--- src/hw/rtl/sdse_pkg.sv ---
// sdse_pkg: shared types and constants of the sd spi sector engine
// no dependencies; used by the item interfaces and every module
`timescale 1ns / 1ps

package sdse_pkg;

  // operation codes
  localparam logic [1:0] OP_INIT   = 2'd0;
  localparam logic [1:0] OP_READ   = 2'd1;
  localparam logic [1:0] OP_WRITE  = 2'd2;
  localparam logic [1:0] OP_STATUS = 2'd3;

  // item kinds
  localparam logic KIND_START = 1'b0;
  localparam logic KIND_BYTE  = 1'b1;

  // completion status codes
  localparam logic [2:0] ST_OK        = 3'd0;
  localparam logic [2:0] ST_NO_CARD   = 3'd1;
  localparam logic [2:0] ST_RESET_REJ = 3'd2;
  localparam logic [2:0] ST_INIT_FAIL = 3'd3;
  localparam logic [2:0] ST_READ_REJ  = 3'd4;
  localparam logic [2:0] ST_CARD_ERR  = 3'd5;

  // configuration register indexes
  localparam logic [1:0] REG_RESET_TRIES = 2'd0;
  localparam logic [1:0] REG_INIT_TRIES  = 2'd1;
  localparam logic [1:0] REG_TOKEN_TRIES = 2'd2;
  localparam logic [1:0] REG_POLL_BYTES  = 2'd3;

  // bus bytes
  localparam logic [7:0] BYTE_IDLE  = 8'hFF;
  localparam logic [7:0] BYTE_TOKEN = 8'hFE;
  localparam logic [7:0] BYTE_CMD   = 8'h40;
  localparam logic [7:0] BYTE_CRC   = 8'h95;
  localparam logic [7:0] BYTE_R1_OK = 8'h00;
  localparam logic [7:0] BYTE_R1_IDLE = 8'h01;

  // command numbers
  localparam logic [5:0] CMD_GO_IDLE = 6'd0;
  localparam logic [5:0] CMD_INIT    = 6'd1;
  localparam logic [5:0] CMD_STATUS  = 6'd13;
  localparam logic [5:0] CMD_READ    = 6'd17;
  localparam logic [5:0] CMD_WRITE   = 6'd24;

  typedef struct packed {
    logic        kind;
    logic [1:0]  operation;
    logic [22:0] sector;
    logic [9:0]  keep_length;
    logic [7:0]  card_byte;
    logic [7:0]  write_byte;
  } in_item_t;

  typedef struct packed {
    logic [7:0]  send_byte;
    logic        send_valid;
    logic        chip_select;
    logic [7:0]  read_byte;
    logic        read_valid;
    logic [8:0]  read_index;
    logic        write_taken;
    logic        done_res;
    logic [2:0]  status;
    logic [15:0] card_status;
  } out_item_t;

  typedef struct packed {
    logic [9:0]  reset_tries;
    logic [15:0] init_tries;
    logic [15:0] token_tries;
    logic [4:0]  poll_bytes;
  } cfg_t;

  // command frame byte at a given position
  function automatic logic [7:0] frame_byte(input logic [2:0] pos, input logic [5:0] cmd,
                                            input logic [31:0] addr);
    logic [7:0] b;
    case (pos)
      3'd1: b = BYTE_CMD | {2'b00, cmd};
      3'd2: b = addr[31:24];
      3'd3: b = addr[23:16];
      3'd4: b = addr[15:8];
      3'd5: b = addr[7:0];
      3'd6: b = BYTE_CRC;
      default: b = BYTE_IDLE;
    endcase
    return b;
  endfunction

endpackage

--- src/hw/rtl/sdse_in_if.sv ---
// sdse_in_if: input item channel, valid/ready with payload
// depends on sdse_pkg
`timescale 1ns / 1ps

interface sdse_in_if;
  logic               valid;
  logic               ready;
  sdse_pkg::in_item_t data;
  modport source (output valid, output data, input ready);
  modport sink (input valid, input data, output ready);
endinterface

--- src/hw/rtl/sdse_out_if.sv ---
// sdse_out_if: result item channel, valid/ready with payload
// depends on sdse_pkg
`timescale 1ns / 1ps

interface sdse_out_if;
  logic                valid;
  logic                ready;
  sdse_pkg::out_item_t data;
  modport source (output valid, output data, input ready);
  modport sink (input valid, input data, output ready);
endinterface

--- src/hw/rtl/sdse_cfg_if.sv ---
// sdse_cfg_if: configuration write channel, register index and data
// no dependencies
`timescale 1ns / 1ps

interface sdse_cfg_if;
  logic        valid;
  logic        ready;
  logic [1:0]  index;
  logic [15:0] data;
  modport source (output valid, output index, output data, input ready);
  modport sink (input valid, input index, input data, output ready);
endinterface

--- src/hw/rtl/sdse_seq.sv ---
// sdse_seq: protocol sequencer state and next-byte decision for one transfer
// depends on sdse_pkg
`timescale 1ns / 1ps

module sdse_seq #(
  parameter int BLOCK_BYTES = 512
) (
  input  logic                clk,
  input  logic                rst_n,
  input  logic                en,
  input  sdse_pkg::in_item_t  item,
  input  sdse_pkg::cfg_t      cfg,
  output sdse_pkg::out_item_t res
);

  localparam int CW = $clog2(BLOCK_BYTES);
  localparam int KW = (CW > 10) ? CW : 10;
  localparam logic [KW-1:0] LAST_BYTE = KW'(BLOCK_BYTES - 1);

  localparam logic [3:0] PH_IDLE     = 4'd0;
  localparam logic [3:0] PH_DUMMY    = 4'd1;
  localparam logic [3:0] PH_FRAME    = 4'd2;
  localparam logic [3:0] PH_POLL     = 4'd3;
  localparam logic [3:0] PH_TOKEN    = 4'd4;
  localparam logic [3:0] PH_DATA_IN  = 4'd5;
  localparam logic [3:0] PH_WTOKEN   = 4'd6;
  localparam logic [3:0] PH_DATA_OUT = 4'd7;
  localparam logic [3:0] PH_TAIL     = 4'd8;
  localparam logic [3:0] PH_BUSY     = 4'd9;
  localparam logic [3:0] PH_STAT_LOW = 4'd10;

  logic [3:0]    phase_r, phase_nxt;
  logic [1:0]    op_r, op_nxt;
  logic [2:0]    fpos_r, fpos_nxt;
  logic [CW-1:0] bcount_r, bcount_nxt;
  logic [15:0]   retry_r, retry_nxt;
  logic [3:0]    poll_r, poll_nxt;
  logic [31:0]   addr_r, addr_nxt;
  logic [9:0]    kept_r, kept_nxt;
  logic [7:0]    first_r, first_nxt;
  logic          second_r, second_nxt;

  logic [4:0]    poll_lim;
  logic          poll_last;
  logic [5:0]    cmd;
  logic [KW-1:0] bcount_w;
  logic [7:0]    r;
  logic [15:0]   sword;

  // clamp poll length to 1..16
  always_comb begin
    if (cfg.poll_bytes == 5'd0) poll_lim = 5'd1;
    else if (cfg.poll_bytes > 5'd16) poll_lim = 5'd16;
    else poll_lim = cfg.poll_bytes;
  end

  assign poll_last = ({1'b0, poll_r} + 5'd1) >= poll_lim;
  assign bcount_w  = KW'(bcount_r);
  assign r         = item.card_byte;
  assign sword     = {first_r, r};

  // command for the current frame
  always_comb begin
    case (op_r)
      sdse_pkg::OP_INIT:  cmd = second_r ? sdse_pkg::CMD_INIT : sdse_pkg::CMD_GO_IDLE;
      sdse_pkg::OP_READ:  cmd = sdse_pkg::CMD_READ;
      sdse_pkg::OP_WRITE: cmd = sdse_pkg::CMD_WRITE;
      default:            cmd = sdse_pkg::CMD_STATUS;
    endcase
  end

  // next state and result
  always_comb begin
    phase_nxt  = phase_r;
    op_nxt     = op_r;
    fpos_nxt   = fpos_r;
    bcount_nxt = bcount_r;
    retry_nxt  = retry_r;
    poll_nxt   = poll_r;
    addr_nxt   = addr_r;
    kept_nxt   = kept_r;
    first_nxt  = first_r;
    second_nxt = second_r;
    res        = '0;
    if (item.kind == sdse_pkg::KIND_START) begin
      if (phase_r != PH_IDLE) begin
        res.chip_select = 1'b1;
      end else begin
        op_nxt     = item.operation;
        second_nxt = 1'b0;
        retry_nxt  = '0;
        poll_nxt   = '0;
        bcount_nxt = '0;
        first_nxt  = sdse_pkg::BYTE_IDLE;
        addr_nxt   = (item.operation == sdse_pkg::OP_READ ||
                      item.operation == sdse_pkg::OP_WRITE) ?
                     32'(32'(item.sector) * 32'(BLOCK_BYTES)) : 32'd0;
        kept_nxt   = (item.operation == sdse_pkg::OP_READ) ? item.keep_length : 10'd0;
        res.send_byte  = sdse_pkg::BYTE_IDLE;
        res.send_valid = 1'b1;
        if (item.operation == sdse_pkg::OP_INIT) begin
          phase_nxt = PH_DUMMY;
        end else begin
          phase_nxt       = PH_FRAME;
          fpos_nxt        = '0;
          res.chip_select = 1'b1;
        end
      end
    end else begin
      case (phase_r)
        PH_DUMMY: begin
          phase_nxt = PH_FRAME;
          fpos_nxt  = '0;
          res.send_byte = sdse_pkg::BYTE_IDLE;
          res.send_valid = 1'b1;
          res.chip_select = 1'b1;
        end
        PH_FRAME: begin
          res.send_valid = 1'b1;
          res.chip_select = 1'b1;
          if (fpos_r < 3'd7) begin
            fpos_nxt = fpos_r + 3'd1;
            res.send_byte = sdse_pkg::frame_byte(fpos_r + 3'd1, cmd, addr_r);
          end else begin
            phase_nxt = PH_POLL;
            poll_nxt  = '0;
            res.send_byte = sdse_pkg::BYTE_IDLE;
          end
        end
        PH_POLL: begin
          if (r != sdse_pkg::BYTE_IDLE || poll_last) begin
            first_nxt = r;
            case (op_r)
              sdse_pkg::OP_INIT: begin
                if (!second_r) begin
                  if (r == sdse_pkg::BYTE_R1_IDLE) begin
                    second_nxt = 1'b1;
                    retry_nxt  = '0;
                    phase_nxt  = PH_FRAME;
                    fpos_nxt   = '0;
                    res.send_byte = sdse_pkg::BYTE_IDLE;
                    res.send_valid = 1'b1;
                    res.chip_select = 1'b1;
                  end else if (retry_r < {6'd0, cfg.reset_tries}) begin
                    retry_nxt = retry_r + 16'd1;
                    phase_nxt = PH_FRAME;
                    fpos_nxt  = '0;
                    res.send_byte = sdse_pkg::BYTE_IDLE;
                    res.send_valid = 1'b1;
                    res.chip_select = 1'b1;
                  end else begin
                    phase_nxt = PH_IDLE;
                    res.done_res = 1'b1;
                    res.status = (r == sdse_pkg::BYTE_IDLE) ? sdse_pkg::ST_NO_CARD :
                                                              sdse_pkg::ST_RESET_REJ;
                  end
                end else begin
                  if (r == sdse_pkg::BYTE_R1_IDLE && retry_r < cfg.init_tries) begin
                    retry_nxt = retry_r + 16'd1;
                    phase_nxt = PH_FRAME;
                    fpos_nxt  = '0;
                    res.send_byte = sdse_pkg::BYTE_IDLE;
                    res.send_valid = 1'b1;
                    res.chip_select = 1'b1;
                  end else begin
                    phase_nxt = PH_IDLE;
                    res.done_res = 1'b1;
                    res.status = (r == sdse_pkg::BYTE_R1_OK) ? sdse_pkg::ST_OK :
                                                               sdse_pkg::ST_INIT_FAIL;
                  end
                end
              end
              sdse_pkg::OP_READ: begin
                if (r != sdse_pkg::BYTE_R1_OK) begin
                  phase_nxt = PH_IDLE;
                  res.done_res = 1'b1;
                  res.status = sdse_pkg::ST_READ_REJ;
                end else begin
                  retry_nxt = '0;
                  phase_nxt = PH_TOKEN;
                  poll_nxt  = '0;
                  res.send_byte = sdse_pkg::BYTE_IDLE;
                  res.send_valid = 1'b1;
                  res.chip_select = 1'b1;
                end
              end
              sdse_pkg::OP_WRITE: begin
                phase_nxt = PH_WTOKEN;
                res.send_byte = sdse_pkg::BYTE_TOKEN;
                res.send_valid = 1'b1;
                res.chip_select = 1'b1;
              end
              default: begin
                phase_nxt = PH_STAT_LOW;
                res.send_byte = sdse_pkg::BYTE_IDLE;
                res.send_valid = 1'b1;
                res.chip_select = 1'b1;
              end
            endcase
          end else begin
            poll_nxt = poll_r + 4'd1;
            res.send_byte = sdse_pkg::BYTE_IDLE;
            res.send_valid = 1'b1;
            res.chip_select = 1'b1;
          end
        end
        PH_TOKEN: begin
          if (r != sdse_pkg::BYTE_IDLE) begin
            if (r == sdse_pkg::BYTE_TOKEN) begin
              phase_nxt  = PH_DATA_IN;
              bcount_nxt = '0;
              res.send_byte = sdse_pkg::BYTE_IDLE;
              res.send_valid = 1'b1;
              res.chip_select = 1'b1;
            end else begin
              phase_nxt = PH_IDLE;
              res.done_res = 1'b1;
              res.status = sdse_pkg::ST_READ_REJ;
            end
          end else if (!poll_last) begin
            poll_nxt = poll_r + 4'd1;
            res.send_byte = sdse_pkg::BYTE_IDLE;
            res.send_valid = 1'b1;
            res.chip_select = 1'b1;
          end else if (retry_r < cfg.token_tries) begin
            retry_nxt = retry_r + 16'd1;
            poll_nxt  = '0;
            res.send_byte = sdse_pkg::BYTE_IDLE;
            res.send_valid = 1'b1;
            res.chip_select = 1'b1;
          end else begin
            phase_nxt = PH_IDLE;
            res.done_res = 1'b1;
            res.status = sdse_pkg::ST_READ_REJ;
          end
        end
        PH_DATA_IN: begin
          if (bcount_w < KW'(kept_r)) begin
            res.read_byte  = r;
            res.read_valid = 1'b1;
            res.read_index = bcount_w[8:0];
          end
          res.send_byte = sdse_pkg::BYTE_IDLE;
          res.send_valid = 1'b1;
          res.chip_select = 1'b1;
          if (bcount_w < LAST_BYTE) begin
            bcount_nxt = bcount_r + CW'(1);
          end else begin
            phase_nxt = PH_TAIL;
            fpos_nxt  = '0;
          end
        end
        PH_WTOKEN: begin
          phase_nxt  = PH_DATA_OUT;
          bcount_nxt = '0;
          res.send_byte = item.write_byte;
          res.send_valid = 1'b1;
          res.chip_select = 1'b1;
          res.write_taken = 1'b1;
        end
        PH_DATA_OUT: begin
          res.send_valid = 1'b1;
          res.chip_select = 1'b1;
          if (bcount_w < LAST_BYTE) begin
            bcount_nxt = bcount_r + CW'(1);
            res.send_byte = item.write_byte;
            res.write_taken = 1'b1;
          end else begin
            phase_nxt = PH_TAIL;
            fpos_nxt  = '0;
            res.send_byte = sdse_pkg::BYTE_IDLE;
          end
        end
        PH_TAIL: begin
          res.send_byte = sdse_pkg::BYTE_IDLE;
          res.send_valid = 1'b1;
          res.chip_select = 1'b1;
          if (fpos_r < 3'd2) fpos_nxt = fpos_r + 3'd1;
          else phase_nxt = PH_BUSY;
        end
        PH_BUSY: begin
          if (r == sdse_pkg::BYTE_IDLE) begin
            phase_nxt = PH_IDLE;
            res.done_res = 1'b1;
            res.status = sdse_pkg::ST_OK;
          end else begin
            res.send_byte = sdse_pkg::BYTE_IDLE;
            res.send_valid = 1'b1;
            res.chip_select = 1'b1;
          end
        end
        PH_STAT_LOW: begin
          phase_nxt = PH_IDLE;
          res.done_res = 1'b1;
          res.status = (sword != 16'd0) ? sdse_pkg::ST_CARD_ERR : sdse_pkg::ST_OK;
          res.card_status = sword;
        end
        default: begin
          phase_nxt = phase_r;
        end
      endcase
    end
  end

  // state registers, updated once per accepted transfer
  always_ff @(posedge clk) begin
    if (!rst_n) begin
      phase_r  <= PH_IDLE;
      op_r     <= '0;
      fpos_r   <= '0;
      bcount_r <= '0;
      retry_r  <= '0;
      poll_r   <= '0;
      addr_r   <= '0;
      kept_r   <= '0;
      first_r  <= sdse_pkg::BYTE_IDLE;
      second_r <= 1'b0;
    end else if (en) begin
      phase_r  <= phase_nxt;
      op_r     <= op_nxt;
      fpos_r   <= fpos_nxt;
      bcount_r <= bcount_nxt;
      retry_r  <= retry_nxt;
      poll_r   <= poll_nxt;
      addr_r   <= addr_nxt;
      kept_r   <= kept_nxt;
      first_r  <= first_nxt;
      second_r <= second_nxt;
    end
  end

  // a finished operation always returns to idle
  a_done_idle: assert property (@(posedge clk) disable iff (!rst_n)
    en && res.done_res |=> phase_r == PH_IDLE)
    else $error("done without return to idle");

  // kept read data only during the data phase
  a_read_phase: assert property (@(posedge clk) disable iff (!rst_n)
    res.read_valid |-> phase_r == PH_DATA_IN)
    else $error("read data outside data phase");

  // write data only goes out as part of an exchange
  a_write_sent: assert property (@(posedge clk) disable iff (!rst_n)
    res.write_taken |-> res.send_valid && res.chip_select)
    else $error("write byte taken without exchange");

  // a card byte while idle causes nothing
  a_idle_quiet: assert property (@(posedge clk) disable iff (!rst_n)
    phase_r == PH_IDLE && item.kind == sdse_pkg::KIND_BYTE |-> res == '0)
    else $error("activity on stray card byte");

endmodule

--- src/hw/rtl/sd_spi_sector_engine_core.sv ---
// SD card SPI-mode host engine: input register, sequencer, result register
// An operation is started by a start transfer; each following input transfer returns the
// byte the card sent on the previous exchange and yields exactly one result naming the next
// byte to send. One transfer is taken per clock unless the result register is stalled: the
// input register feeds the sequencer, whose decision is captured in the result register, so
// throughput is one item per cycle while out_ch.ready keeps the result flowing. Configuration
// writes complete at once and are to be made while no operation is in progress.
`timescale 1ns / 1ps

module sd_spi_sector_engine_core #(
  parameter int BLOCK_BYTES = 512
) (
  input  logic   clk,
  input  logic   rst_n,
  sdse_in_if.sink    in_ch,
  sdse_out_if.source out_ch,
  sdse_cfg_if.sink   cfg_ch
);

  logic                in_valid_r;
  sdse_pkg::in_item_t  in_data_r;
  logic                out_valid_r;
  sdse_pkg::out_item_t out_data_r;
  sdse_pkg::out_item_t seq_res;
  sdse_pkg::cfg_t      cfg_r;
  logic                advance;

  assign advance      = in_valid_r && (!out_valid_r || out_ch.ready);
  assign in_ch.ready  = !in_valid_r || advance;
  assign out_ch.valid = out_valid_r;
  assign out_ch.data  = out_data_r;
  assign cfg_ch.ready = 1'b1;

  // input register
  always_ff @(posedge clk) begin
    if (!rst_n) begin
      in_valid_r <= 1'b0;
    end else if (in_ch.ready) begin
      in_valid_r <= in_ch.valid;
    end
  end

  always_ff @(posedge clk) begin
    if (in_ch.ready && in_ch.valid) begin
      in_data_r <= in_ch.data;
    end
  end

  // protocol sequencer
  sdse_seq #(.BLOCK_BYTES(BLOCK_BYTES)) u_seq (
    .clk   (clk),
    .rst_n (rst_n),
    .en    (advance),
    .item  (in_data_r),
    .cfg   (cfg_r),
    .res   (seq_res)
  );

  // result register
  always_ff @(posedge clk) begin
    if (!rst_n) begin
      out_valid_r <= 1'b0;
    end else if (advance) begin
      out_valid_r <= 1'b1;
    end else if (out_ch.ready) begin
      out_valid_r <= 1'b0;
    end
  end

  always_ff @(posedge clk) begin
    if (advance) begin
      out_data_r <= seq_res;
    end
  end

  // configuration registers
  always_ff @(posedge clk) begin
    if (!rst_n) begin
      cfg_r.reset_tries <= 10'd100;
      cfg_r.init_tries  <= 16'd32000;
      cfg_r.token_tries <= 16'hFFFF;
      cfg_r.poll_bytes  <= 5'd8;
    end else if (cfg_ch.valid) begin
      case (cfg_ch.index)
        sdse_pkg::REG_RESET_TRIES: cfg_r.reset_tries <= cfg_ch.data[9:0];
        sdse_pkg::REG_INIT_TRIES:  cfg_r.init_tries  <= cfg_ch.data;
        sdse_pkg::REG_TOKEN_TRIES: cfg_r.token_tries <= cfg_ch.data;
        sdse_pkg::REG_POLL_BYTES:  cfg_r.poll_bytes  <= cfg_ch.data[4:0];
        default: cfg_r <= cfg_r;
      endcase
    end
  end

  // a stalled result is never overwritten
  a_no_overwrite: assert property (@(posedge clk) disable iff (!rst_n)
    out_valid_r && !out_ch.ready |-> !advance)
    else $error("result overwritten while stalled");

  // a held input item is either processed or kept
  a_in_hold: assert property (@(posedge clk) disable iff (!rst_n)
    in_valid_r && !advance |=> in_valid_r && $stable(in_data_r))
    else $error("pending input lost");

  // every processed item yields a result the next cycle
  a_result_follows: assert property (@(posedge clk) disable iff (!rst_n)
    advance |=> out_valid_r)
    else $error("missing result");

endmodule
--- src/flat_wrapper.sv ---
// flat-port wrapper written by rule: the top's interface ports become plain ports
module sd_spi_sector_engine_core_flat 
#(
  parameter int BLOCK_BYTES = 512
)
  (clk, rst_n, in_ch_valid, in_ch_data, in_ch_ready, out_ch_valid, out_ch_data, out_ch_ready, cfg_ch_valid, cfg_ch_index, cfg_ch_data, cfg_ch_ready);
  sdse_in_if in_ch_i ();
  sdse_out_if out_ch_i ();
  sdse_cfg_if cfg_ch_i ();
  input  logic clk;
  input  logic rst_n;
  input wire logic [$bits(in_ch_i.valid)-1:0] in_ch_valid;
  input wire logic [$bits(in_ch_i.data)-1:0] in_ch_data;
  output wire logic [$bits(in_ch_i.ready)-1:0] in_ch_ready;
  output wire logic [$bits(out_ch_i.valid)-1:0] out_ch_valid;
  output wire logic [$bits(out_ch_i.data)-1:0] out_ch_data;
  input wire logic [$bits(out_ch_i.ready)-1:0] out_ch_ready;
  input wire logic [$bits(cfg_ch_i.valid)-1:0] cfg_ch_valid;
  input wire logic [$bits(cfg_ch_i.index)-1:0] cfg_ch_index;
  input wire logic [$bits(cfg_ch_i.data)-1:0] cfg_ch_data;
  output wire logic [$bits(cfg_ch_i.ready)-1:0] cfg_ch_ready;
  assign in_ch_i.valid = in_ch_valid;
  assign in_ch_i.data = in_ch_data;
  assign in_ch_ready = in_ch_i.ready;
  assign out_ch_valid = out_ch_i.valid;
  assign out_ch_data = out_ch_i.data;
  assign out_ch_i.ready = out_ch_ready;
  assign cfg_ch_i.valid = cfg_ch_valid;
  assign cfg_ch_i.index = cfg_ch_index;
  assign cfg_ch_i.data = cfg_ch_data;
  assign cfg_ch_ready = cfg_ch_i.ready;
  sd_spi_sector_engine_core #(.BLOCK_BYTES(BLOCK_BYTES)) u_core (.clk(clk), .rst_n(rst_n), .in_ch(in_ch_i), .out_ch(out_ch_i), .cfg_ch(cfg_ch_i));
endmodule
--- config.mk ---
export PLATFORM = sky130hd
export DESIGN_NAME = sd_spi_sector_engine_core_flat
export DESIGN_NICKNAME = d
export VERILOG_FILES = /design/src/hw/rtl/sdse_pkg.sv /design/src/hw/rtl/sdse_in_if.sv /design/src/hw/rtl/sdse_out_if.sv /design/src/hw/rtl/sdse_cfg_if.sv /design/src/hw/rtl/sdse_seq.sv /design/src/hw/rtl/sd_spi_sector_engine_core.sv /design/src/flat_wrapper.sv
export SDC_FILE = /design/constraint.sdc
export NUM_CORES = 1
export LEC_CHECK = 0
export ABC_AREA = 1
export ABC_CLOCK_PERIOD_IN_PS = 6100
export BUFFER_PORTS_ARGS = -buffer_cell sky130_fd_sc_hd__buf_2
export CORE_MARGIN = 2
export CORE_UTILIZATION = 57
export DETAILED_ROUTE_END_ITERATION = 10
export HOLD_SLACK_MARGIN = 0.05
export PLACE_DENSITY_LB_ADDON = 0.3
export SLEW_MARGIN = 20
export SYNTH_ARGS = -nofsm -noshare
export SYNTH_HDL_FRONTEND = slang
export SYNTH_HIERARCHICAL = 1
export SYNTH_SLANG_ARGS = --single-unit
--- constraint.sdc ---
create_clock -name clk -period 6.1 [get_ports clk]
set_input_delay 1.22 -clock clk [delete_from_list [all_inputs] [get_ports clk]]
set_output_delay 1.22 -clock clk [all_outputs]
set_load 0.05 [all_outputs]
Word-level counts from Yosys, hierarchy flattened

Index checks and enable logic that the tools add are counted.

Register bits after elaboration: 239
Input port bits: 75
Output and inout bits: 52
Logic and storage cells: 264

Add/sub/neg operators: 5
Magnitude comparators: 9
Eq/ne operators: 62
Muxes and demuxes: 119
Bitwise logic cells: 2
Reductions and logical operators: 35

Operators with widths:

| operator                                             | count |
|---|---|
| 2-to-1 mux 16 bit                                    | 11 |
| 2-to-1 mux 10 bit                                    | 14 |
| 2-to-1 mux 4 bit                                     | 31 |
| one-hot mux 10 bit (7 select lines)                  | 1 |
| one-hot mux 16 bit (2 select lines)                  | 2 |
| 2-to-1 mux 9 bit                                     | 6 |
| 2-to-1 mux 8 bit                                     | 6 |
| one-hot mux 8 bit (6 select lines)                   | 1 |
| 2-to-1 mux 3 bit                                     | 15 |
| != test 3 bit (second input constant)                | 15 |
| != test 4 bit (second input constant)                | 10 |
| one-hot mux 4 bit (9 select lines)                   | 1 |
| < comparator 16 bit                                  | 2 |
| 2-to-1 mux 32 bit                                    | 1 |
| one-hot mux 10 bit (3 select lines)                  | 1 |
| one-hot mux 9 bit (3 select lines)                   | 1 |
| one-hot mux 4 bit (3 select lines)                   | 2 |
| AND reduction 11 bit                                 | 2 |
| adder 16 x 1 -> 16 bit (second input constant)       | 1 |
| equality test 4 x 3 -> 1 bit (second input constant) | 4 |
| equality test 8 bit (second input constant)          | 2 |
| < comparator 16 x 10 -> 1 bit                        | 1 |
| one-hot mux 4 bit (4 select lines)                   | 1 |
| nonzero test 16 bit                                  | 1 |
| other kinds (51)                                     | 100 |

Depth between registers and ports, before layout

Gate-level depths: netlist of run 1.

Depth after elaboration: 8
Mapped depth: 17
Mapped depth without buffers: 17

Hierarchy

The synthesis of run 1 kept the hierarchy.

Modules (own cells, without submodules):

| module                    | instances | cells each | area an instance (um^2) | seq. area each (um^2) |
|---|---|---|---|---|
| sdse_seq                  | 1         | 1114       | 6959.2                  | 1601.5 |
| sd_spi_sector_engine_core | 1         | 373        | 5073.6                  | 4013.8 |

Worst setup path after synthesis of run 1

Ideal clock, no wire load.

Kind: input-to-reg
From: input port out_ch_ready
To: register u_core.u_seq.retry_r[7]
Library setup time: 0.138 ns
Arrival time: 4.886 ns
Required time: 5.962 ns
Setup slack: 1.076 ns
Stages: 10
Path buffers: 1
Cell sequence: inv_1 -> a21oi_1 -> nand2_1 -> a21oi_2 -> nand3_2 -> nor2_4 -> nand3_4 -> buf_8 -> nand2_2 -> a21oi_2

Word-level cells in the longest chain between the ends: 3

Ends and longest elaborated chain:

| element                               | line                            | text |
|---|---|---|
| start, declared                       | flat_wrapper.sv:17              | `input wire logic [$bits(out_ch_i.ready)-1:0] out_ch_ready;` |
| logical OR 1 bit                      | sd_spi_sector_engine_core.sv:28 | `assign advance = in_valid_r && (!out_valid_r \|\| out_ch.ready);` |
| logical AND 1 bit                     | sd_spi_sector_engine_core.sv:28 |  |
| named net u_core.advance              | sd_spi_sector_engine_core.sv:26 | `logic advance;` |
| AND reduction 11 bit (no source line) | n/a                             |  |
| end signal, assigned                  | sdse_seq.sv:323                 | `retry_r <= retry_nxt;` |
| end, declared                         | sdse_seq.sv:36                  | `logic [15:0] retry_r, retry_nxt;` |

The timed path passes the listed nets, and every way through them passes these cells.
A chain may end at the register's enable or synchronous reset.

Final worst setup path of run 1

From: input port out_ch_ready
To: register u_core.u_seq.kept_r[5]

Word-level cells in the longest chain between the ends: 3

Ends and longest elaborated chain:

| element                              | line                            | text |
|---|---|---|
| logical OR 1 bit                     | sd_spi_sector_engine_core.sv:28 |  |
| logical AND 1 bit                    | sd_spi_sector_engine_core.sv:28 |  |
| named net u_core.advance             | sd_spi_sector_engine_core.sv:26 |  |
| AND reduction 3 bit (no source line) | n/a                             |  |
| end signal, assigned                 | sdse_seq.sv:326                 | `kept_r <= kept_nxt;` |
| end, declared                        | sdse_seq.sv:39                  | `logic [9:0] kept_r, kept_nxt;` |

The timed path passes the listed nets, and every way through them passes these cells.

==> results of run 1 <==
Yosys cell counts, types with 5 or more instances:
library cell and n:
nand3_1 110, o21ai_0 56, a211oi_1 11, nor2_1 177
inv_2 18, edfxtp_1 101, a21oi_2 9, nand4_1 35
xor2_1 6, dfxtp_1 129, nand2_2 19, buf_2 12
nor2_2 7, nor3_1 24, clkbuf_1 21, a21oi_1 98
nand2_1 305, nor3b_1 5, buf_4 8, buf_6 6
o211ai_1 13, inv_1 188, nor2_4 5, ha_1 66
layer usage:
metal | vias to the layer above | global-route usage
met3 | 47 | 0.0294
met5 | - | 0
met2 | 316 | 0.409
li1 | 5118 | -
met1 | 4594 | 0.346
met4 | 0 | 0.0576
worst paths after layout:
path	cells past startpoint	slack (ps)	to	from
setup reg to reg	14	3340	u_core/out_ch.data[40]	u_core/u_seq/poll_r[0]
hold / removal	2	460	u_core/cfg_r[9]	u_core/cfg_r[9]
hold reg to reg	2	460	u_core/cfg_r[9]	u_core/cfg_r[9]
setup / recovery	9	3080	u_core/u_seq/kept_r[5]	out_ch_ready
sequential cells by signal, summed over array words and instances (netlist names), 2 cells and up:
name	count
u_core/u_seq/bcount_r	9
u_core/u_seq/fpos_r	3
u_core/cfg_r	47
u_core/u_seq/retry_r	16
u_core/in_data_r	52
u_core/u_seq/addr_r	23
u_core/u_seq/first_r	8
u_core/u_seq/phase_r	4
u_core/out_ch.data	49
u_core/u_seq/kept_r	10
u_core/u_seq/op_r	2
u_core/u_seq/poll_r	4
stage by stage:
step / instance area [um^2] / total power (W) / cells
finish: 13600 / 0.00379 / 1883
detailed placement: 12800 / 0.00227 / 1840
global route: 13600 / 0.00396 / 1883
CTS: 13600 / 0.00382 / 1883
global placement: 12800 / 0.00226 / 1840
floorplan: 12000 / 0.00215 / 1487
where the power goes:
part | leakage, nW | internal [W] | switching [W]
combinational | 3.77 | 0.000151 | 0.000361
sequential | 2.03 | 0.00169 | 0.0000460
clock | 0.413 | 0.000952 | 0.000591
total | 6.21 | 0.00280 | 0.000998
cells by family after synthesis:
| family | count (synthesis) |
|---|---|
| other | 1 |
| AND/OR/NAND/NOR | 712 |
| flip-flops | 230 |
| AO/OA/AOI/OAI | 213 |
| buffers and inverters | 258 |
| adder cells (fa/ha/maj) | 66 |
| XOR/XNOR | 7 |
worst min-delay path, delay by kind of cell (launching register included):
| family | cells | cell delay [ps] |
|---|---|---|
| flip-flops | 1 | 330 |
| AND/OR/NAND/NOR | 2 | 100 |
area by class of cell:
cell class,instances,area share
well taps,275,0.0253
repair buffers,129,0.0482
inverters,207,0.0572
clock buffers,30,0.0496
clock inverters,13,0.0126
flip-flops and latches,230,0.413
multi-input cells,999,0.394
==> results_dict.tcl, run 1 <==
set metrics [dict create \
    outcome "completed" \
    synth_nets 1628 \
    async_flop_share 0 \
    ys_dominant_reg_cell "dfxtp_1" \
    crit_chain "buf_2 > inv_1 > a21oi_4 > buf_4 > inv_1 > nor2_2 > buf_4 > inv_2 > a211oi_1" \
    synth_compound_area_frac 0.104 \
    finalClockSkew_ps 14.6 \
    setup_viol 0 \
    rsz0062_at_grt "false" \
    min_period_over_period 0.495 \
    synth.distinct_cells 55 \
    worst_setup_path_end_kind "flop" \
    fin_util 0.651 \
    critPathMaxStageDelay_ps 530 \
    gp_congestion 0.906 \
    wl_met3_um 1660 \
    synth_top_family_by_area "simple AND/OR/NAND/NOR gates" \
    numCtsBuffers 25 \
    regArea_um2 5620 \
    powerDensity_nw_per_um2 279 \
    fillers 1792 \
    num_antenna_cells 0 \
    post_cts_buffers 0 \
    die_h_um 149 \
    multi_input_area_um2 5360 \
    die_w_um 149 \
    ys_seq_area_frac 0.467 \
    synth.mux.area_fraction 0 \
    slowest_stage "buf_4" \
    worst-endpoint-arrival_ps 3410 \
    final_common_cell "nand2_1" \
    leakage_nw 6.21 \
    antenna_found_initial 0 \
    wire_per_inst_um 14.4 \
    area_growth_pct 13.0 \
    synth-edff-count 101 \
    highest_layer "met4" \
    synth-xor-area-share 0.00510 \
    cts_tree "done" \
    dpl.hpwl_um 19000 \
    cap_violations 0 \
    hold_path_class "reg -> reg" \
    ys_warn_count 6 \
    syn_area_per_cell_um2 8.09 \
    postLayoutSetupSlackWorst_ps 3080 \
    max_freq_ghz 0.331 \
    crit_fanout 51 \
    htree_levels 1 \
    dr.pass1.iters 5 \
    worstSkewPairLatency_ps 520 \
    num_vias 10100 \
    grt_pass1_wl_um 44900 \
    cp_data_required_time_ps 6500 \
    drv_slew 0 \
    nNetsFinal 1733 \
    drtAntennaViolNets 0 \
    synth-simple-area-share 0.267 \
    fin_tns_setup_ps 0 \
    drive_gt1_frac 0.152 \
    yosysTopAreaCellShare 0.252 \
    io_buffers 125 \
    io_pins 127 \
    grt_max_degree 53 \
    cts_hold_buf 0 \
    worst-setup-path-type "in -> reg" \
    vdd_drop_max_uv 203 \
    cp-start-kind "input pin" \
    drc 0 \
    crit_family "buffers and inverters" \
    post-place-ws_ps 2250 \
    synth-seq-cells 230 \
    drt_iter0_markers 751 \
    core-area_um2 20900 \
    die_area_um2 22300 \
    maxSlewHeadroom 0.363 \
    worst_slew_pin_slew_ps 954 \
    vias_per_cell 5.35 \
    initial_utilization 0.576 \
    cts_max_path_buffers 3 \
    hold_ws_ps 458 \
    ys_top_cells_by_area "edfxtp_1, dfxtp_1, nand2_1, ha_1, inv_1" \
    final_cell_mix "nand2_1, inv_1, nor2_1, dfxtp_1, buf_2" \
    drt_wl_total_um 27200 \
    timing.critical_path.buf_inv 6 \
    synth_area_um2 12000 \
    routed-wl-met2_um 12600 \
    grt_pass1_vias 9334 \
    clock_sinks 230 \
    synthAdderAreaFrac 0.0686 \
    grt_overflow 0 \
    yosys.area.top_type "edfxtp_1" \
    period_needed_ps 3020 \
    cts_root_buf "clkbuf_16" \
    wl_met1_um 12400 \
    synth_cells 1487 \
    hold_viol 0 \
    path_clk_slew_ps 60 \
    ctsResizeCount 0 \
    rows 53 \
    grt_use_total 0.246 \
]
(Power assumes the default switching activity.)
==> inputs of run 2 (changes only) <==
--- a/config.mk
+++ b/config.mk
@@ -6,7 +6,7 @@
 export NUM_CORES = 1
 export LEC_CHECK = 0
 export ABC_AREA = 1
-export ABC_CLOCK_PERIOD_IN_PS = 6100
+export ABC_CLOCK_PERIOD_IN_PS = 3000
 export BUFFER_PORTS_ARGS = -buffer_cell sky130_fd_sc_hd__buf_2
 export CORE_MARGIN = 2
 export CORE_UTILIZATION = 57
==> constraint.sdc (replaced) <==
create_clock -name clk -period 3 [get_ports clk]
set_input_delay 0.6 -clock clk [delete_from_list [all_inputs] [get_ports clk]]
set_output_delay 0.6 -clock clk [all_outputs]
set_load 0.05 [all_outputs]
==> run 2 against run 1 <==
Compared with the run above: combinational power increased by 110%; design area grew 0.19%; first-iteration DRC count is 4.1% higher; critical path depth up 5; via count is 0.45% higher; non-clock buffer count is 11 higher; utilization increased by 0.13 points; worst setup slack lost 2800 ps.
==> results_dict.tcl, run 2 (same netlist as run 1, synthesis figures left out) <==
set metrics [dict create \
    outcome "completed" \
    final_common_cell "nand2_1" \
    maxSlewHeadroom 0.372 \
    numCtsBuffers 25 \
    crit_chain "ha_1 > xor2_1 > ha_1 > a21oi_1 > o21a_1 > and2_1 > nand2_1 > nor2_1 > nor3_1 > nand3_1 > nand2_1 > nand3_1 > nand2_1 > nand2_1" \
    critPathMaxStageDelay_ps 340 \
    cts_tree "done" \
    die_h_um 149 \
    grt_use_total 0.241 \
    die_area_um2 22300 \
    powerDensity_nw_per_um2 552 \
    hold_viol 0 \
    core-area_um2 20900 \
    vdd_drop_max_uv 449 \
    crit_fanout 8 \
    worst-endpoint-arrival_ps 2990 \
    leakage_nw 6.24 \
    vias_per_cell 5.34 \
    initial_utilization 0.576 \
    cts_hold_buf 0 \
    ctsResizeCount 0 \
    drc 0 \
    cp_data_required_time_ps 3260 \
    worstSkewPairLatency_ps 520 \
    setup_viol 0 \
    drt_iter0_markers 782 \
    dr.pass1.iters 6 \
    post_cts_buffers 0 \
    period_needed_ps 2730 \
    cp-start-kind "flop" \
    cts_root_buf "clkbuf_16" \
    wire_per_inst_um 14.1 \
    ff2ff_setup_slack_ps 270 \
    grt_pass1_vias 9277 \
    timing.critical_path.buf_inv 0 \
    finalClockSkew_ps 13.7 \
    fin_tns_setup_ps 0 \
    hold_path_class "in -> reg" \
    cap_violations 0 \
    drtAntennaViolNets 0 \
    final_cell_mix "nand2_1, inv_1, nor2_1, dfxtp_1, buf_2" \
    htree_levels 1 \
    nNetsFinal 1744 \
    clock_sinks 230 \
    max_freq_ghz 0.366 \
    rsz0062_at_grt "false" \
    worst_setup_path_end_kind "flop" \
    largest_reg_flops 52 \
    worst_slew_pin_slew_ps 942 \
    area_growth_pct 13.2 \
    io_buffers 125 \
    drv_slew 0 \
    fin_util 0.652 \
    drive_gt1_frac 0.158 \
    grt_max_degree 46 \
    hold_ws_ps 253 \
    io_pins 127 \
    num_antenna_cells 0 \
    cts_max_path_buffers 3 \
    drt_wl_total_um 26800 \
    worst-setup-path-type "reg -> reg" \
    rows 53 \
    slowest_stage "dfxtp_1" \
    critical_path.most_common_cell "nand2_1" \
    grt_pass1_wl_um 44500 \
    dpl.hpwl_um 19300 \
    largest_register "u_core/in_data_r" \
    gp_congestion 0.943 \
    grt_overflow 0 \
    die_w_um 149 \
    num_vias 10100 \
    min_period_over_period 0.910 \
    path_clk_slew_ps 60 \
    crit_family "simple AND/OR/NAND/NOR gates" \
    antenna_found_initial 0 \
]
run 2: cell count changes in the layout (fill, tap and decap cells not counted), moves of 2 or more:
| cell | delta |
|---|---|
| clkinv_2 | +2 |
| clkinv_4 | -2 |
| buf_4 | +11 |
| clkbuf_1 | +3 |
| bufinv_16 | -3 |
run 2: worst reg2reg max path: stages, from the launching register on:
cell,delay [ps]
dfxtp_1,340
ha_1,230
xor2_1,160
ha_1,340
a21oi_1,80
o21a_1,180
and2_1,140
nand2_1,100
nor2_1,70
nor3_1,230
nand3_1,110
nand2_1,220
nand3_1,120
nand2_1,100
nand2_1,60
run 2: through the flow:
step	total power, W	setup WS (ps)	cell area, um^2	std cells
3_5_place_dp	0.00463	342	12800	1851
3_3_place_gp	0.00461	403	12800	1851
2_1_floorplan	0.00436	323	12000	1487
5_1_grt	0.00786	39.4	13600	1896
4_1_cts	0.00758	309	13600	1896
6_report	0.00752	269	13600	1896
run 2: cell type report:
| type | instances | area (um^2) |
|---|---|---|
| timing repair buffer | 140 | 738 |
| inverter | 207 | 777 |
| sequential | 230 | 5620 |
| clock inverter | 12 | 93.8 |
| fill | 1797 | 7260 |
| tap | 275 | 344 |
| clock buffer | 33 | 697 |
| multi-input combinational | 999 | 5360 |
run 2: final timing paths:
kind | endpoint | startpoint | cells after the start
hold / removal | u_core/in_data_r[30] | in_ch_data[30] | 1
hold reg to reg | u_core/cfg_r[17] | u_core/cfg_r[17] | 2
setup reg to reg | u_core/out_ch.data[39] | u_core/u_seq/poll_r[0] | 14
setup / recovery | u_core/out_ch.data[39] | u_core/u_seq/poll_r[0] | 14
run 2: layer usage:
| layer | vias to the layer above | global-route usage | share of wire |
|---|---|---|---|
| li1 | 5136 | - | - |
| met1 | 4619 | 0.343 | 0.46 |
| met2 | 315 | 0.393 | 0.46 |
| met3 | 50 | 0.0352 | 0.062 |
| met4 | 0 | 0.0552 | 0.019 |
| met5 | - | 0 | 0 |
run 2: where the power goes:
group,internal (W),switching [W]
clock network,0.00172,0.00121
logic,0.000316,0.000732
registers,0.00344,0.0000936
total,0.00548,0.00204
==> inputs of run 3 (changes only) <==
--- a/config.mk
+++ b/config.mk
@@ -6,9 +6,8 @@
 export NUM_CORES = 1
 export LEC_CHECK = 0
 export ABC_AREA = 1
-export ABC_CLOCK_PERIOD_IN_PS = 3000
+export ABC_CLOCK_PERIOD_IN_PS = 2700
 export BUFFER_PORTS_ARGS = -buffer_cell sky130_fd_sc_hd__buf_2
-export CORE_MARGIN = 2
 export CORE_UTILIZATION = 57
 export DETAILED_ROUTE_END_ITERATION = 10
 export HOLD_SLACK_MARGIN = 0.05
==> constraint.sdc (replaced) <==
create_clock -name clk -period 2.7 [get_ports clk]
set_input_delay 0.54 -clock clk [delete_from_list [all_inputs] [get_ports clk]]
set_output_delay 0.54 -clock clk [all_outputs]
set_load 0.05 [all_outputs]
==> run 3 against run 2 <==
Compared with the run above: power grew 15%; hold slack lost 74 ps; sequential cell count is the same; first-iteration DRC count shrank 15%; sequential share of layout area shrank 0.28 points; clock skew grew 12 ps; combinational power grew 12%; die area shrank 2.7%; highest routed layer unchanged.
==> results_dict.tcl, run 3 (same netlist as run 1, synthesis figures left out) <==
set metrics [dict create \
    outcome "completed" \
    hold_path_class "in -> reg" \
    min_path_cells 1 \
    worst_slew_pin_slew_ps 858 \
    postLayoutSetupSlackWorst_ps 126 \
    vdd_drop_max_uv 507 \
    ff2ff_setup_slack_ps 130 \
    worst-setup-path-type "reg -> reg" \
    worst_setup_path_end_kind "flop" \
    clock_sinks 230 \
    r2r_cells 11 \
    drive_gt1_frac 0.162 \
    reg2reg_from "u_core/u_seq/poll_r[0]" \
    fin_total_pwr_w 0.00861 \
    largest_register "u_core/in_data_r" \
    htree_levels 1 \
    drtAntennaViolNets 0 \
    period_needed_ps 2570 \
    path_clk_slew_ps 60 \
    grt_pass1_vias 9387 \
    final_cell_mix "nand2_1, inv_1, nor2_1, dfxtp_1, buf_2" \
    grt_max_degree 78 \
    r2r_end "u_core/u_seq/first_r[3]" \
    die_w_um 147 \
    cp-start-kind "flop" \
    grt_pass1_wl_um 44500 \
    crit_fanout 17 \
    wire_per_inst_um 14.4 \
    powerDensity_nw_per_um2 627 \
    drt_wl_total_um 27200 \
    cap_violations 0 \
    leakage_nw 6.28 \
    die_h_um 147 \
    cts_max_path_buffers 3 \
    dpl.hpwl_um 19300 \
    antenna_found_initial 0 \
    numCtsBuffers 24 \
    setup_viol 0 \
    core-area_um2 20500 \
    worstSkewPairLatency_ps 530 \
    cts_tree "done" \
    maxSlewHeadroom 0.427 \
    dr.pass1.iters 6 \
    die_area_um2 21700 \
    cp_data_required_time_ps 3050 \
    area_growth_pct 14.1 \
    drv_slew 0 \
    hp-start "in_ch_data[23]" \
    post-place-ws_ps 25.0 \
    max_freq_ghz 0.389 \
    num_vias 10200 \
    vias_per_cell 5.40 \
    io_buffers 125 \
    io_pins 127 \
    nNetsFinal 1744 \
    initial_utilization 0.587 \
    grt_use_total 0.250 \
    cts_root_buf "clkbuf_16" \
    drt_iter0_markers 666 \
    min_period_over_period 0.953 \
    min_to "u_core/in_data_r[23]" \
    num_antenna_cells 0 \
    worst-endpoint-arrival_ps 2930 \
    hold_viol 0 \
    largest_reg_flops 52 \
    rows 52 \
    hold_ws_ps 179 \
    gp_congestion 0.916 \
    cts_hold_buf 0 \
    drc 0 \
    finalClockSkew_ps 26.0 \
    final_common_cell "nand2_1" \
    grt_overflow 0 \
]
-- run 3: per-stage QoR --
stage | TNS [ps] | std cells | util | instance area [um^2]
global placement | 0 | 1846 | 0.627 | 12800
detailed placement | 0 | 1846 | 0.627 | 12800
finish | 0 | 1891 | 0.670 | 13700
floorplan | 0 | 1487 | - | 12000
global route | -26.9 | 1891 | 0.670 | 13700
CTS | 0 | 1890 | 0.668 | 13700
-- run 3: how the worst max path moves through the flow --
stage / startpoint / end / slack [ps]
after global placement: u_core/u_seq/poll_r[0] / u_core/out_ch.data[39] / 130
final: u_core/u_seq/poll_r[0] / u_core/u_seq/first_r[3] / 130
after detailed placement: u_core/u_seq/poll_r[0] / u_core/out_ch.data[48] / 20
after CTS: u_core/u_seq/poll_r[0] / u_core/u_seq/retry_r[6] / 50
after global routing: u_core/u_seq/poll_r[0] / u_core/u_seq/first_r[7] / -20
after floorplan: out_ch_ready / u_core/u_seq/retry_r[7] / 80
-- run 3: critical path: stages (launching register included) --
cell,delay (ps)
dfxtp_2,360
ha_2,220
nand2_1,60
nor2_1,110
ha_1,280
a21oi_1,160
o21a_1,150
nand4_1,210
o211ai_1,250
inv_1,270
o21ai_0,200
o211ai_1,120
-- run 3: metal layers --
| layer | up-vias | track usage | share of wire |
|---|---|---|---|
| li1 | 5155 | - | - |
| met1 | 4640 | 0.335 | 0.45 |
| met2 | 353 | 0.416 | 0.46 |
| met3 | 56 | 0.0370 | 0.062 |
| met4 | 0 | 0.0809 | 0.026 |
| met5 | - | 0 | 0 |
-- run 3: power by group --
part / switching [W] / internal [W]
Combinational: 0.000824 / 0.000356
Sequential: 0.000104 / 0.00382
Clock: 0.00134 / 0.00216
-- run 3: timing repair --
item | 4_1_cts | 5_1_grt
gates resized for setup | 1 | 8
setup endpoints to repair | 2 | 34
gates cloned | 0 | 0
setup buffers | 0 | 1
-- run 3: layout make-up --
type,count,area (um^2)
clock inverters,8,124
fillers,1723,6770
inverters,207,777
multi-input cells,999,5380
well taps,270,338
clock buffers,36,729
repair buffers,141,758
flip-flops and latches,230,5620
